$ cat src/hdl/bbc_pkg.sv
`default_nettype none

package bbc_pkg;

    // Stack geometry
    localparam int STACK_DEPTH = 64;
    localparam int ADDR_W      = (STACK_DEPTH > 1) ? $clog2(STACK_DEPTH) : 1;
    localparam int CNT_W       = $clog2(STACK_DEPTH + 1);

    // Character codes
    localparam logic [7:0] CH_OPEN_ROUND   = 8'h28; // (
    localparam logic [7:0] CH_CLOSE_ROUND  = 8'h29; // )
    localparam logic [7:0] CH_OPEN_SQUARE  = 8'h5B; // [
    localparam logic [7:0] CH_CLOSE_SQUARE = 8'h5D; // ]
    localparam logic [7:0] CH_OPEN_CURLY   = 8'h7B; // {
    localparam logic [7:0] CH_CLOSE_CURLY  = 8'h7D; // }

    // Bracket kinds
    localparam logic [1:0] KIND_ROUND  = 2'd0;
    localparam logic [1:0] KIND_CURLY  = 2'd1;
    localparam logic [1:0] KIND_SQUARE = 2'd2;

    // Status codes
    localparam logic [2:0] ST_OK              = 3'd0;
    localparam logic [2:0] ST_MATCHED         = 3'd1;
    localparam logic [2:0] ST_MISMATCH        = 3'd2;
    localparam logic [2:0] ST_UNMATCHED_CLOSE = 3'd3;
    localparam logic [2:0] ST_UNCLOSED        = 3'd4;
    localparam logic [2:0] ST_OVERFLOW        = 3'd5;

    // Decoded operation handed from front to back
    typedef enum logic [1:0] {
        OP_NONE,
        OP_OPEN,
        OP_CLOSE
    } op_t;

    typedef struct packed {
        op_t        op;
        logic [1:0] kind;
        logic       last;
    } cmd_t;

    typedef struct packed {
        logic [7:0] char_code;
        logic       end_of_string;
    } in_item_t;

    typedef struct packed {
        logic [2:0] status;
        logic       final_res;
        logic [6:0] nesting_depth;
    } out_item_t;

endpackage

`default_nettype wire

$ cat src/hdl/bbc_back.sv
`default_nettype none

module bbc_back
    import bbc_pkg::*;
(
    input  wire        aclk,
    input  wire        aresetn,
    input  wire        cmd_valid,
    output logic       cmd_ready,
    input  wire cmd_t  cmd,
    output logic       m_valid,
    input  wire        m_ready,
    output out_item_t  m_item
);

    // Kind stack memory with a registered read of the current top entry
    logic [1:0]        kind_mem [STACK_DEPTH];
    logic [1:0]        rd_data_reg;
    logic              byp_reg;
    logic [1:0]        byp_kind_reg;
    logic [1:0]        top_kind;

    logic [CNT_W-1:0]  count_reg, count_next;
    logic [2:0]        err_reg, err_next;
    logic              m_valid_reg, m_valid_next;
    out_item_t         m_item_reg, m_item_next;

    logic              fire;
    logic              push;
    logic [ADDR_W-1:0] wr_addr;
    logic [ADDR_W-1:0] rd_addr;
    logic [CNT_W-1:0]  cnt_step;
    logic [CNT_W-1:0]  top_idx;
    logic [2:0]        status;

    assign fire      = cmd_valid && (!m_valid_reg || m_ready);
    assign cmd_ready = !m_valid_reg || m_ready;
    assign m_valid   = m_valid_reg;
    assign m_item    = m_item_reg;
    assign top_kind  = byp_reg ? byp_kind_reg : rd_data_reg;

    // Execute one command against the stack
    always_comb begin
        cnt_step    = count_reg;
        err_next    = err_reg;
        push        = 1'b0;
        wr_addr     = ADDR_W'(count_reg);
        status      = ST_OK;
        m_item_next = m_item_reg;
        if (err_reg == ST_OK) begin
            case (cmd.op)
                OP_OPEN: begin
                    if (count_reg == CNT_W'(STACK_DEPTH)) begin
                        err_next = ST_OVERFLOW;
                    end else begin
                        push     = 1'b1;
                        cnt_step = count_reg + CNT_W'(1);
                    end
                end
                OP_CLOSE: begin
                    if (count_reg == '0) begin
                        err_next = ST_UNMATCHED_CLOSE;
                    end else begin
                        cnt_step = count_reg - CNT_W'(1);
                        if (top_kind == cmd.kind) begin
                            status = ST_MATCHED;
                        end else begin
                            err_next = ST_MISMATCH;
                        end
                    end
                end
                default: begin
                    cnt_step = count_reg;
                end
            endcase
        end
        if (err_next != ST_OK) begin
            status = err_next;
        end
        m_item_next.nesting_depth = 7'(cnt_step);
        m_item_next.final_res     = cmd.last;
        count_next                = cnt_step;
        // End of string: verdict, then clear for the next string
        if (cmd.last) begin
            if (err_next != ST_OK) begin
                status = err_next;
            end else if (cnt_step != '0) begin
                status = ST_UNCLOSED;
            end else begin
                status = ST_MATCHED;
            end
            count_next = '0;
            err_next   = ST_OK;
        end
        m_item_next.status = status;
        if (!fire) begin
            count_next  = count_reg;
            err_next    = err_reg;
            push        = 1'b0;
            m_item_next = m_item_reg;
        end
    end

    // Top entry sits at count-1 after this cycle
    assign top_idx = count_next - CNT_W'(1);
    assign rd_addr = ADDR_W'(top_idx);

    // Output valid tracking
    always_comb begin
        m_valid_next = m_valid_reg;
        if (fire) begin
            m_valid_next = 1'b1;
        end else if (m_ready) begin
            m_valid_next = 1'b0;
        end
    end

    always_ff @(posedge aclk) begin
        if (!aresetn) begin
            count_reg   <= '0;
            err_reg     <= ST_OK;
            m_valid_reg <= 1'b0;
            byp_reg     <= 1'b0;
        end else begin
            count_reg   <= count_next;
            err_reg     <= err_next;
            m_valid_reg <= m_valid_next;
            byp_reg     <= push;
        end
    end

    // Payload registers and stack memory
    always_ff @(posedge aclk) begin
        m_item_reg   <= m_item_next;
        byp_kind_reg <= cmd.kind;
        rd_data_reg  <= kind_mem[rd_addr];
        if (push) begin
            kind_mem[wr_addr] <= cmd.kind;
        end
    end

endmodule

`default_nettype wire

$ cat config.mk
export PLATFORM = sky130hd
export DESIGN_NAME = bbc_back
export DESIGN_NICKNAME = d
export VERILOG_FILES = /design/src/hdl/bbc_pkg.sv /design/src/hdl/bbc_back.sv
export SDC_FILE = /design/constraint.sdc
export NUM_CORES = 1
export LEC_CHECK = 0
export BUFFER_PORTS_ARGS = -buffer_cell sky130_fd_sc_hd__buf_2
export CAP_MARGIN = 20
export CORE_UTILIZATION = 40
export DETAILED_ROUTE_END_ITERATION = 6
export PLACE_DENSITY_LB_ADDON = 0.25
export SYNTH_ARGS = -nofsm -noshare
export SYNTH_HDL_FRONTEND = slang
export SYNTH_SLANG_ARGS = --single-unit
$ cat constraint.sdc
create_clock -name aclk -period 4.6 [get_ports aclk]
set_input_delay 0.92 -clock aclk [delete_from_list [all_inputs] [get_ports aclk]]
set_output_delay 0.92 -clock aclk [all_outputs]
set_load 0.1 [all_outputs]
### Yosys cells after proc, flatten, opt, wreduce, memory -nomap -nowiden

Memory sizes are Yosys's and may differ from the RTL's. A register that Yosys moved wholly into a read port is not among the register bits.
Cells that the tools add are included.

* flip-flop bits (word level): 25
* logic and storage cells: 53
* memory bits (writable): 128
* input bits: 9
* memories kept: 1
* output and inout port bits: 13

Memory list
* kind_mem: depth 64, width 2, rd ports 1, clocked after memory_dff 1, write ports 1, line bbc_back.sv:17 `logic [1:0] kind_mem [STACK_DEPTH];`

* add/sub/neg operators: 3
* reductions and logical operators: 8
* multiplexer cells: 29
* equality and inequality tests: 4

Operators with widths (number)
* $mux W7: 5
* $mux W3: 9
* $pmux W7 S2: 1
* $mux W1: 12
* $add A7 B1 Y7 const B: 1
* $eq A7 B7 Y1 const B: 1
* $logic_not A7 Y1: 1
* $reduce_bool A7 Y1: 1
* $sub A7 B1 Y7 const B: 1
* $pmux W3 S2: 1
* $sub A6 B1 Y6 const B: 1
* $logic_not A3 Y1: 1
* $reduce_bool A3 Y1: 1
* $eq A2 B1 Y1 const B: 1
* $eq A2 B2 Y1: 1
* $eq A2 B2 Y1 const B: 1
* $mux W2: 1
* $reduce_bool A2 Y1: 1
* $logic_and A1 B1 Y1: 1
* $logic_not A1 Y1: 1
* $logic_or A1 B1 Y1: 1

### Logic depth before layout (Yosys ltp)

Gate-level depths: netlist of the first run.

* word-level depth: 9
* gate-level depth with buffers: 17

### Worst setup path before layout of the first run

Ideal clock, no wire load.

* path kind: input-to-reg
* start point: input port m_ready
* end point: register rd_data_reg[1] (read register of kind_mem)
* library setup time: 0.130 ns
* slack: -0.095 ns
* data arrival time: 4.565 ns
* cell stages on the path: 12
* path through: nand2b_1 clkbuf_1 a21oi_1 a221oi_4 buf_2 ha_1 clkbuf_1 mux4_2 a2111oi_0 a211oi_1 o21ai_1 o41ai_1

* longest elaborated chain between the ends: 4

Ends and longest elaborated chain
* from (decl): line bbc_back.sv:12 `input wire m_ready,`
* $logic_or A1 B1 Y1
* net cmd_ready: line bbc_back.sv:9 `output logic cmd_ready,`
* $logic_and A1 B1 Y1: line bbc_back.sv:36 `assign fire = cmd_valid && (!m_valid_reg || m_ready);`
* $mux W7: line bbc_back.sv:96 `if (!fire) begin`
* $sub A6 B1 Y6: line bbc_back.sv:105 `assign top_idx = count_next - CNT_W'(1);`
* to (decl): line bbc_back.sv:18 `logic [1:0] rd_data_reg;`

The timed path passes the listed nets, and every way through them passes these cells.
A chain may end at the register's enable or synchronous reset.

### Worst setup path in the final report of the first run

* start point: input port cmd[3] in the netlist's numbering
* end point: register rd_data_reg[1] (read register of kind_mem)

* longest elaborated chain between the ends: 6
* elaborated cells on any way between the ends: 7
* those cells by class: add/sub (1); eq/ne (2); mux (4)

Ends and longest elaborated chain
* from (decl): line bbc_back.sv:10 `input wire cmd_t cmd,`
* $eq A2 B2 Y1 or $eq A2 B1 Y1 (tied branches): line bbc_back.sv:51 `case (cmd.op)`
* $pmux W7 S2 *: line bbc_back.sv:51
* $mux W7 *: line bbc_back.sv:50 `if (err_reg == ST_OK) begin`
* $mux W7 *: line bbc_back.sv:84 `if (cmd.last) begin`
* $mux W7 *: line bbc_back.sv:96
* $sub A6 B1 Y6 *: line bbc_back.sv:105

Every way passes the cells marked *; elsewhere a longest branch is shown, timed or not.

==> summary.md, run 1 <==
| Metric | Value |
|---|---|
| Antenna Cells | `0` |
| Fin Setup TNS | `0 ns` |
| Top FF cell, synth | `edfxtp_1` |
| Fmax | `roughly 250 MHz` |
| Crit path capture type | `flip-flop` |
| CTS clk-pin slew, worst paths | `approximately 0.07 ns` |
| Setup ws final | `roughly 0.6 ns` |
| Share of post-route cells with drive strength above 1 | `21.5%` |
| Drt initial violations | `between 400 and 500` |
| P_leak | `approximately 2.7 nW` |
| Syn Area/Cell | `between 10 and 15 sq um` |
| YS warnings | `0` |
| Slew margin rel. | `roughly half` |
| Max incr delay on CP | `~0.57 ns` |
| Die Y | `about 140 microns` |
| Arrival time at the worst endpoint | `4.29 ns` |
| Routability cong. | `between 0.9 and 1` |
| Die Area | `0.0184 sq mm` |
| Ordered cell list for the critical path | `buf_2 -> inv_1 -> ha_1 -> or4_1 -> a311oi_4 -> a221oi_4 -> ha_1 -> buf_12 -> mux4_2 -> a2111oi_0 -> a211oi_1 -> o21ai_1 -> o41ai_1` |
| Clock buffer depth | `2` |
| Area grow syn2layout | `14.3%` |
| Max Slew Vio Count | `0` |
| CP dominant cell by count | `ha_1` |
| Max reg flops | `~130` |
| H-Tree Depth | `4` |
| R2R Setup Slk | `just under 0.9 ns` |
| Final #Nets | `532` |
| Top Ports | `22` |
| Root buf cell | `clkbuf_16` |
| Dpl ws | `about 0.2 ns` |
| Final hold violation count | `0` |
| Latest clock arrival within the worst-skew pair | `~0.44 ns` |
| Sequential fraction of the synthesis area | `63.0%` |
| Setup bufs post-CTS | `0` |
| Period utilization | `~87%` |
| Synth Register Bits | `about 160` |
| Critical path fanouts, max | `18` |
| CTS tree | `done` |
| Post-DP HPWL | `between 10000 and 15000 microns` |
| Largest net degree at the start of global routing | `66` |
| Tmin final | `approximately 4.0 ns` |
| Placed cell area | `between 0.007 and 0.008 sq mm` |
| Critical path class | `primary input to flip-flop` |
| Slew @ Worst Pin | `between 0.7 and 0.8 ns` |
| Number of synthesized flops with an enable pin | `between 100 and 150` |
| Design Power | `between 3 and 4 mW` |
| Total Wirelength | `~16000 microns` |
| Slowest stage cell, crit path | `or4_1` |
| Initial Utilization | `41.1%` |
| CTS Hold Buffers Added | `0` |
| Hold Crit Class | `flip-flop to flip-flop` |
| Via/cell ratio | `roughly 5.7` |
| Distinct cell type count after synthesis | `73` |
| Std cell rows | `48` |
| Die span in x | `between 100 and 150 microns` |
| Worst Skew | `around 0.012 ns` |
| GRT Total Usage | `about a fifth` |
| Clk sink count | `roughly 160` |
| Via Count | `4283` |
| Core area | `about 0.017 sq mm` |
| Fill count | `about 1500` |
| Synthesized Nets | `between 500 and 600` |
| Resized cells post-CTS | `0` |
| WP buf/inv | `3` |
| Residual DRC | `0` |
| Register area | `around 0.0045 sq mm` |
| Post-synth ARST share | `0%` |
| RSZ-0062 raised after global routing | `no` |
| Vias in the first global route | `4351` |
| Routed Antenna Nets | `0` |
| Routed length per instance | `around 21 microns` |
| Num CTS Buffers | `17` |
| Multi-input logic area | `0.00246 sq mm` |
| Remaining Overflow, GRT | `0` |
| Initial DRT Pass Iterations | `7` |
| Global-route wire length before repair | `25100 microns` |
| Pwr dens | `roughly 390 mW/mm^2` |
| Worst EP required | `around 4.9 ns` |
| Outcome | `finished clean` |
| PortBufs | `21` |
| Setup violators final | `0` |
| Worst VDD drop | `between 0.0002 and 0.0003 V` |
| Finished Cell Area | `about 0.008 sq mm` |
| # Max-Cap Violations | `0` |
| Cells after synthesis | `488` |
| Synth Cell Area | `0.00713 sq mm` |
| Startpoint Class | `primary input` |
| Initial antenna violation count | `0` |
| Kind of cell adding the most delay to the critical path | `compound AO/OA/AOI/OAI gates` |
-- cells in the final DEF (no fill, tap or decap), types with 9 or more instances in the layout --
| cell | n |
|---|---|
| clkbuf_16 | 17 |
| mux4_2 | 27 |
| o21ai_0 | 11 |
| nor2_1 | 76 |
| buf_2 | 21 |
| mux2i_1 | 19 |
| nand3_1 | 9 |
| nand2_1 | 29 |
| inv_1 | 12 |
| buf_4 | 16 |
| edfxtp_1 | 139 |
| dfxtp_1 | 16 |
-- cell type report --
| class | count | share of cell area (%) |
|---|---|---|
| repair buffers | 38 | 3.01 |
| flip-flops and latches | 155 | 55.1 |
| multi-input cells | 293 | 30.2 |
| clock buffers | 17 | 5.22 |
| well taps | 225 | 3.45 |
| clock inverters | 15 | 2.44 |
| inverters | 13 | 0.599 |
-- kinds of logic after synthesis --
kind of cell             synth area share (%)
AND/OR/NAND/NOR                          11.1
flip-flops                               63.0
AO/OA/AOI/OAI                            7.72
multiplexers                             13.9
buffers and inverters                    2.51
XOR/XNOR                                0.877
adder cells (fa/ha/maj)                 0.877
-- worst paths after layout --
check / to / start / cells after the start
setup / recovery: rd_data_reg[1] / cmd[3] / 13
hold / removal: m_valid / m_valid / 2
setup reg to reg: rd_data_reg[1] / count_reg[0] / 14
hold reg to reg: m_valid / m_valid / 2
-- where the power goes --
group	leakage, nW	total, mW	switching (mW)	internal, mW
Sequential	1.39	1.55	0.00388	1.54
Combinational	1.02	0.187	0.134	0.0532
Clock	0.303	1.48	0.606	0.875
Total	2.72	3.21	0.744	2.47
-- through the flow --
stage / hold slack [ns] / std cells / util, %
6_report: 0.676 / 756 / 47.0
5_1_grt: 0.704 / 756 / 47.0
2_1_floorplan: 0.615 / 488 / -
4_1_cts: 0.669 / 756 / 47.0
3_5_place_dp: 0.662 / 724 / 43.4
3_3_place_gp: 0.644 / 724 / 43.4
-- tightest hold or removal path: cells and delay by family, from the launching register on --
| family | cells | cell delay [ns] |
|---|---|---|
| AOI/OAI and AO/OA | 1 | 0.12 |
| DFF | 1 | 0.31 |
| and+or+nand+nor | 1 | 0.20 |
-- cells in the mapped netlist (all sizes together) (6+ instances only) --
master  count  area share [%]
edfxtp    139              59
mux4       34              11
a211oi      7            0.74
nor2b       6            0.53
and2        9            0.79
nand3       9            0.63
clkbuf     14            0.74
nor3        6            0.58
nand2      29             1.5
dfxtp      16             4.5
nor2       76             4.0
buf        13             1.1
a21oi       7            0.54
mux2i      19             2.7
o21ai      16             1.2
inv        13            0.68
-- routing by layer --
metal | global-route usage [%] | routed length [microns] | part of all wire [%] | vias up
li1 | - | - | - | 1962
met1 | 25.2 | 7110 | 44 | 2146
met2 | 29.9 | 7610 | 47 | 142
met3 | 4.83 | 928 | 5.8 | 33
met4 | 8.49 | 414 | 2.6 | 0
met5 | 0 | 0 | 0 | -
Note: power is estimated with default switching activity, not from simulation.
==> run 2, diff against run 1 <==
--- a/config.mk
+++ b/config.mk
@@ -6,7 +6,6 @@
 export NUM_CORES = 1
 export LEC_CHECK = 0
 export BUFFER_PORTS_ARGS = -buffer_cell sky130_fd_sc_hd__buf_2
-export CAP_MARGIN = 20
 export CORE_UTILIZATION = 40
 export DETAILED_ROUTE_END_ITERATION = 6
 export PLACE_DENSITY_LB_ADDON = 0.25
==> constraint.sdc (replaced) <==
create_clock -name aclk -period 4.85 [get_ports aclk]
set_input_delay 1.2125 -clock aclk [delete_from_list [all_inputs] [get_ports aclk]]
set_output_delay 1.2125 -clock aclk [all_outputs]
set_load 0.1 [all_outputs]
==> summary.md, run 2 (synthesized netlist as in run 1, its figures left out) <==
| Metric | Value |
|---|---|
| Slew margin rel. | `54.2% (was 49.8%)` |
| Largest net degree at the start of global routing | `63 (was 66)` |
| CTS clk-pin slew, worst paths | `0.07 ns (about the same)` |
| CTS Hold Buffers Added | `0 (unchanged)` |
| Placed cell area | `0.00751 sq mm (was 0.00753 sq mm)` |
| Top Ports | `22 (unchanged)` |
| Vias in the first global route | `4165 (was 4351)` |
| Worst EP required | `5.15 ns (was 4.90 ns)` |
| Latest clock arrival within the worst-skew pair | `0.44 ns (about the same)` |
| Startpoint Class | `primary input (unchanged)` |
| Antenna Cells | `0 (unchanged)` |
| Fin Setup TNS | `0 ns (unchanged)` |
| Setup bufs post-CTS | `0 (unchanged)` |
| Hold Path Cell Cnt | `2 (unchanged)` |
| Setup violators final | `0 (unchanged)` |
| Max reg flops | `128 (unchanged)` |
| Arrival time at the worst endpoint | `4.54 ns (was 4.29 ns)` |
| Routed length per instance | `21.4 microns (was 21.2 microns)` |
| Clk sink count | `155 (unchanged)` |
| Via Count | `4238 (was 4283)` |
| Tmin final | `4.24 ns` |
| Resized cells post-CTS | `0 (unchanged)` |
| Num CTS Buffers | `17 (unchanged)` |
| Most common cell after layout, fill and taps aside | `edfxtp_1 (unchanged)` |
| Outcome | `finished clean (unchanged)` |
| Initial antenna violation count | `1 (was 0)` |
| Slew @ Worst Pin | `0.686 ns (was 0.752 ns)` |
| Max Slew Vio Count | `0 (unchanged)` |
| Placed Cells | `720 (was 724)` |
| CTS tree | `done (unchanged)` |
| Remaining Overflow, GRT | `0 (unchanged)` |
| Finished Cell Area | `0.00810 sq mm (was 0.00815 sq mm)` |
| Core area | `0.0174 sq mm (unchanged)` |
| Pwr dens | `367 mW/mm^2 (was 394 mW/mm^2)` |
| RSZ-0062 raised after global routing | `no (unchanged)` |
| Most frequent cells in the layout | `edfxtp_1, nor2_1, nand2_1 (unchanged)` |
| Worst Skew | `0.00950 ns (was 0.0117 ns)` |
| Critical path fanouts, max | `7 (was 18)` |
| Fill count | `1498 (was 1505)` |
| Total Wirelength | `16100 microns (about the same)` |
| Fmax | `roughly 240 MHz` |
| Worst VDD drop | `0.000269 V (was 0.000287 V)` |
| Routability cong. | `0.895 (was 0.939)` |
| Initial Utilization | `41.1% (unchanged)` |
| Non-filler cells, final | `752 (was 756)` |
| Reg2Reg Depth | `12 (was 14)` |
| Clock buffer depth | `2 (unchanged)` |
| P_leak | `2.68 nW (was 2.72 nW)` |
| Global-route wire length before repair | `24400 microns (was 25100 microns)` |
| GRT Total Usage | `18.6% (was 19.1%)` |
| Post-DP HPWL | `10700 microns (was 10800 microns)` |
| Die Area | `0.0184 sq mm (unchanged)` |
| Final #Nets | `528 (was 532)` |
| Period utilization | `between 80% and 90%` |
| Via/cell ratio | `5.64 (was 5.67)` |
| Drt initial violations | `380 (was 429)` |
| Root buf cell | `clkbuf_16 (unchanged)` |
| Critical path class | `primary input to flip-flop (unchanged)` |
| Residual DRC | `0 (unchanged)` |
| H-Tree Depth | `4 (unchanged)` |
| Share of post-route cells with drive strength above 1 | `20.5% (was 21.5%)` |
| Final hold violation count | `0 (unchanged)` |
| Design Power | `2.97 mW (was 3.21 mW)` |
| PortBufs | `21 (unchanged)` |
| Crit path capture type | `flip-flop (unchanged)` |
| Die span in x | `136 microns (unchanged)` |
| Routed Antenna Nets | `0 (unchanged)` |
| Area grow syn2layout | `13.6% (was 14.3%)` |
| Hold Crit Class | `flip-flop to flip-flop (unchanged)` |
| Std cell rows | `48 (unchanged)` |
| Die Y | `136 microns (unchanged)` |
| Initial DRT Pass Iterations | `5 (was 7)` |
| # Max-Cap Violations | `0 (unchanged)` |
-- run 2: cell count changes in the layout (fill, tap and decap cells not counted), sizes merged --
cell	change
clkinv	+4
clkinvlp	+1
inv	-4
buf	-4
bufinv	-1
-- run 2: worst max-delay path, cell delays in order --
cell       delay, ns
buf_2           0.09
inv_1           0.04
ha_1            0.33
or4_1           0.54
a311oi_4        0.38
a221oi_4        0.14
ha_1            0.50
mux4_1          0.35
a21boi_0        0.14
a2111oi_0       0.50
a211oi_1        0.10
o21ai_1         0.13
o41ai_1         0.08
-- run 2: layer usage --
metal,up-vias,GRT usage (%),routed length [microns]
li1,1958,-,-
met1,2108,26.0,7250
met2,147,28.6,7600
met3,25,3.52,919
met4,0,7.74,320
met5,-,0,0
-- run 2: where the power goes --
part	switching, mW	total, mW	internal (mW)	leakage (nW)
registers	0.00395	1.47	1.46	1.39
logic	0.128	0.179	0.0507	1.01
clock network	0.557	1.32	0.766	0.281
-- run 2: final cells by class --
type | count | area (sq um) | share of cell area [%]
clock buffer | 17 | 425 | 5.25
clock inverter | 15 | 164 | 2.02
inverter | 13 | 48.8 | 0.602
multi-input combinational | 293 | 2460 | 30.4
sequential | 155 | 4490 | 55.5
tap | 225 | 282 | 3.48
timing repair buffer | 34 | 228 | 2.81
-- run 2: stage by stage --
stage,utilization [%],setup slack [ns],hold slack [ns]
detailed placement,43.3,0.186,0.663
CTS,46.7,0.628,0.671
global route,46.7,0.472,0.704
floorplan,-,0.173,0.615
global placement,43.3,0.272,0.633
finish,46.7,0.614,0.670
-- run 2: path summary, 6_finish.rpt --
| kind | start | end | slack (ns) |
|---|---|---|---|
| setup / recovery | cmd[3] | rd_data_reg[1] | 0.61 |
| hold / removal | m_valid | m_valid | 0.67 |
| setup reg to reg | count_reg[0] | rd_data_reg[1] | 0.93 |
| hold reg to reg | m_valid | m_valid | 0.67 |
==> run 3, diff against run 2 <==
--- a/config.mk
+++ b/config.mk
@@ -6,6 +6,7 @@
 export NUM_CORES = 1
 export LEC_CHECK = 0
 export BUFFER_PORTS_ARGS = -buffer_cell sky130_fd_sc_hd__buf_2
+export CORE_ASPECT_RATIO = 1.1
 export CORE_UTILIZATION = 40
 export DETAILED_ROUTE_END_ITERATION = 6
 export PLACE_DENSITY_LB_ADDON = 0.25
==> summary.md, run 3 (synthesized netlist as in run 1, its figures left out) <==
| Metric | Value |
|---|---|
| Resized cells post-CTS | `0 (unchanged)` |
| WHS | `0.669 ns (was 0.670 ns)` |
| PortBufs | `21 (unchanged)` |
| Setup bufs post-CTS | `0 (unchanged)` |
| Die span in x | `129 microns (was 136 microns)` |
| Fmax | `238 MHz (was 236 MHz)` |
| Tmin final | `4.20 ns (was 4.24 ns)` |
| Post-DP HPWL | `11100 microns (was 10700 microns)` |
| Drt initial violations | `529 (was 380)` |
| Worst Skew | `0.00721 ns (was 0.00950 ns)` |
| Crit path capture type | `flip-flop (unchanged)` |
| Initial antenna violation count | `0 (was 1)` |
| Num CTS Buffers | `17 (unchanged)` |
| Antenna Cells | `0 (unchanged)` |
| Largest net degree at the start of global routing | `64 (was 63)` |
| Critical path fanouts, max | `7 (unchanged)` |
| Kind of cell adding the most delay to the critical path | `compound AO/OA/AOI/OAI gates (unchanged)` |
| Fin Setup TNS | `0 ns (unchanged)` |
| Routability cong. | `0.929 (was 0.895)` |
| Period utilization | `86.6% (was 87.3%)` |
| Worst EP required | `5.15 ns (about the same)` |
| Initial DRT Pass Iterations | `5 (unchanged)` |
| Slew margin rel. | `52.6% (was 54.2%)` |
| Ordered cell list for the critical path | `buf_2 -> inv_1 -> ha_1 -> or4_1 -> a311oi_4 -> a221oi_4 -> ha_1 -> mux4_1 -> a21boi_0 -> a2111oi_0 -> a211oi_1 -> o21ai_1 -> o41ai_1 (unchanged)` |
| Clock buffer depth | `2 (unchanged)` |
| CTS tree | `done (unchanged)` |
| CP dominant cell by count | `ha_1 (unchanged)` |
| Global-route wire length before repair | `25900 microns (was 24400 microns)` |
| Critical path class | `primary input to flip-flop (unchanged)` |
| Vias in the first global route | `4523 (was 4165)` |
| Max reg flops | `128 (unchanged)` |
| Clk sink count | `155 (unchanged)` |
| Final #Nets | `532 (was 528)` |
| Setup violators final | `0 (unchanged)` |
| Top Ports | `22 (unchanged)` |
| # Max-Cap Violations | `0 (unchanged)` |
| Via Count | `4306 (was 4238)` |
| WP buf/inv | `2 (unchanged)` |
| Finished Cell Area | `0.00813 sq mm (was 0.00810 sq mm)` |
| GRT Total Usage | `19.6% (was 18.6%)` |
| Area grow syn2layout | `14.0% (was 13.6%)` |
| Startpoint Class | `primary input (unchanged)` |
| Arrival time at the worst endpoint | `4.49 ns (was 4.54 ns)` |
| Remaining Overflow, GRT | `0 (unchanged)` |
| Design Power | `2.97 mW (about the same)` |
| Worst VDD drop | `0.000256 V (was 0.000269 V)` |
| Die Y | `142 microns (was 136 microns)` |
| Latest clock arrival within the worst-skew pair | `0.43 ns (was 0.44 ns)` |
| Max Slew Vio Count | `0 (unchanged)` |
| Routed length per instance | `21.4 microns (about the same)` |
| Dpl ws | `0.209 ns (was 0.186 ns)` |
| RSZ-0062 raised after global routing | `no (unchanged)` |
| Initial Utilization | `41.5% (was 41.1%)` |
| Max incr delay on CP | `0.51 ns (was 0.54 ns)` |
| Hold Crit Class | `flip-flop to flip-flop (unchanged)` |
| Post-layout util | `47.2% (was 46.7%)` |
| Residual DRC | `0 (unchanged)` |
| P_leak | `2.70 nW (was 2.68 nW)` |
| CTS clk-pin slew, worst paths | `0.06 ns (was 0.07 ns)` |
| Slew @ Worst Pin | `0.709 ns (was 0.686 ns)` |
| Outcome | `finished clean (unchanged)` |
| Share of post-route cells with drive strength above 1 | `20.5% (about the same)` |
| Std cell rows | `50 (was 48)` |
| Fill count | `1498 (unchanged)` |
| Pwr dens | `365 mW/mm^2 (was 367 mW/mm^2)` |
| Total Wirelength | `16300 microns (was 16100 microns)` |
| Core area | `0.0172 sq mm (was 0.0174 sq mm)` |
| Non-filler cells, final | `762 (was 752)` |
| CTS Hold Buffers Added | `0 (unchanged)` |
| Slowest stage cell, crit path | `or4_1 (unchanged)` |
| Placed Cells | `733 (was 720)` |
| Setup ws final | `0.651 ns (was 0.614 ns)` |
| H-Tree Depth | `4 (unchanged)` |
| Most common cell after layout, fill and taps aside | `edfxtp_1 (unchanged)` |
| Most frequent cells in the layout | `edfxtp_1, nor2_1, nand2_1 (unchanged)` |
| Placed cell area | `0.00755 sq mm (was 0.00751 sq mm)` |
| Routed Antenna Nets | `0 (unchanged)` |
| Final hold violation count | `0 (unchanged)` |
| Die Area | `0.0184 sq mm (about the same)` |
| Root buf cell | `clkbuf_16 (unchanged)` |
| Via/cell ratio | `5.65 (was 5.64)` |
## run 3: changes by cell type in the layout (fill, tap and decap cells not counted), sizes merged
cell | before | now
buf | 34 | 38
clkbuf | 17 | 19
clkinvlp | 3 | 0
clkinv | 5 | 4
inv | 18 | 16
bufinv | 2 | 3
## run 3: power by group
part	leakage (nW)	total, mW	internal [mW]	switching (mW)
Clock	0.282	1.32	0.803	0.516
Sequential	1.39	1.47	1.46	0.00400
Combinational	1.03	0.179	0.0511	0.128
Total	2.70	2.97	2.32	0.648
## run 3: cell type report
cell class	count	area (sq um)	area share, %
Multi-Input combinational cell	293	2460	30.2
Timing Repair Buffer	38	258	3.17
Clock inverter	10	143	1.75
Clock buffer	19	433	5.33
Sequential cell	155	4490	55.3
Inverter	13	48.8	0.600
Tap cell	234	293	3.60
## run 3: layer usage
metal  share of wire [%]  vias to the layer above  track usage [%]  wire, microns
li1                    -                     1958                -              -
met1                  42                     2178             24.8           6840
met2                  50                      135             32.3           8130
met3                 5.4                       35             3.61            884
met4                 2.7                        0             9.72            436
met5                   0                        -                0              0
## run 3: worst paths after layout
kind	start	end	slack [ns]	depth (start not counted)
worst max-delay path	cmd[3]	rd_data_reg[1]	0.65	13
worst min-delay path	m_valid	m_valid	0.67	2
worst max register to register	count_reg[0]	rd_data_reg[1]	0.90	15
worst min register to register	m_valid	m_valid	0.67	2
## run 3: worst min-delay path: stages, from the launching register on
cell and delay (ns):
dfxtp_1 0.31, nand2b_1 0.20, a21boi_0 0.12
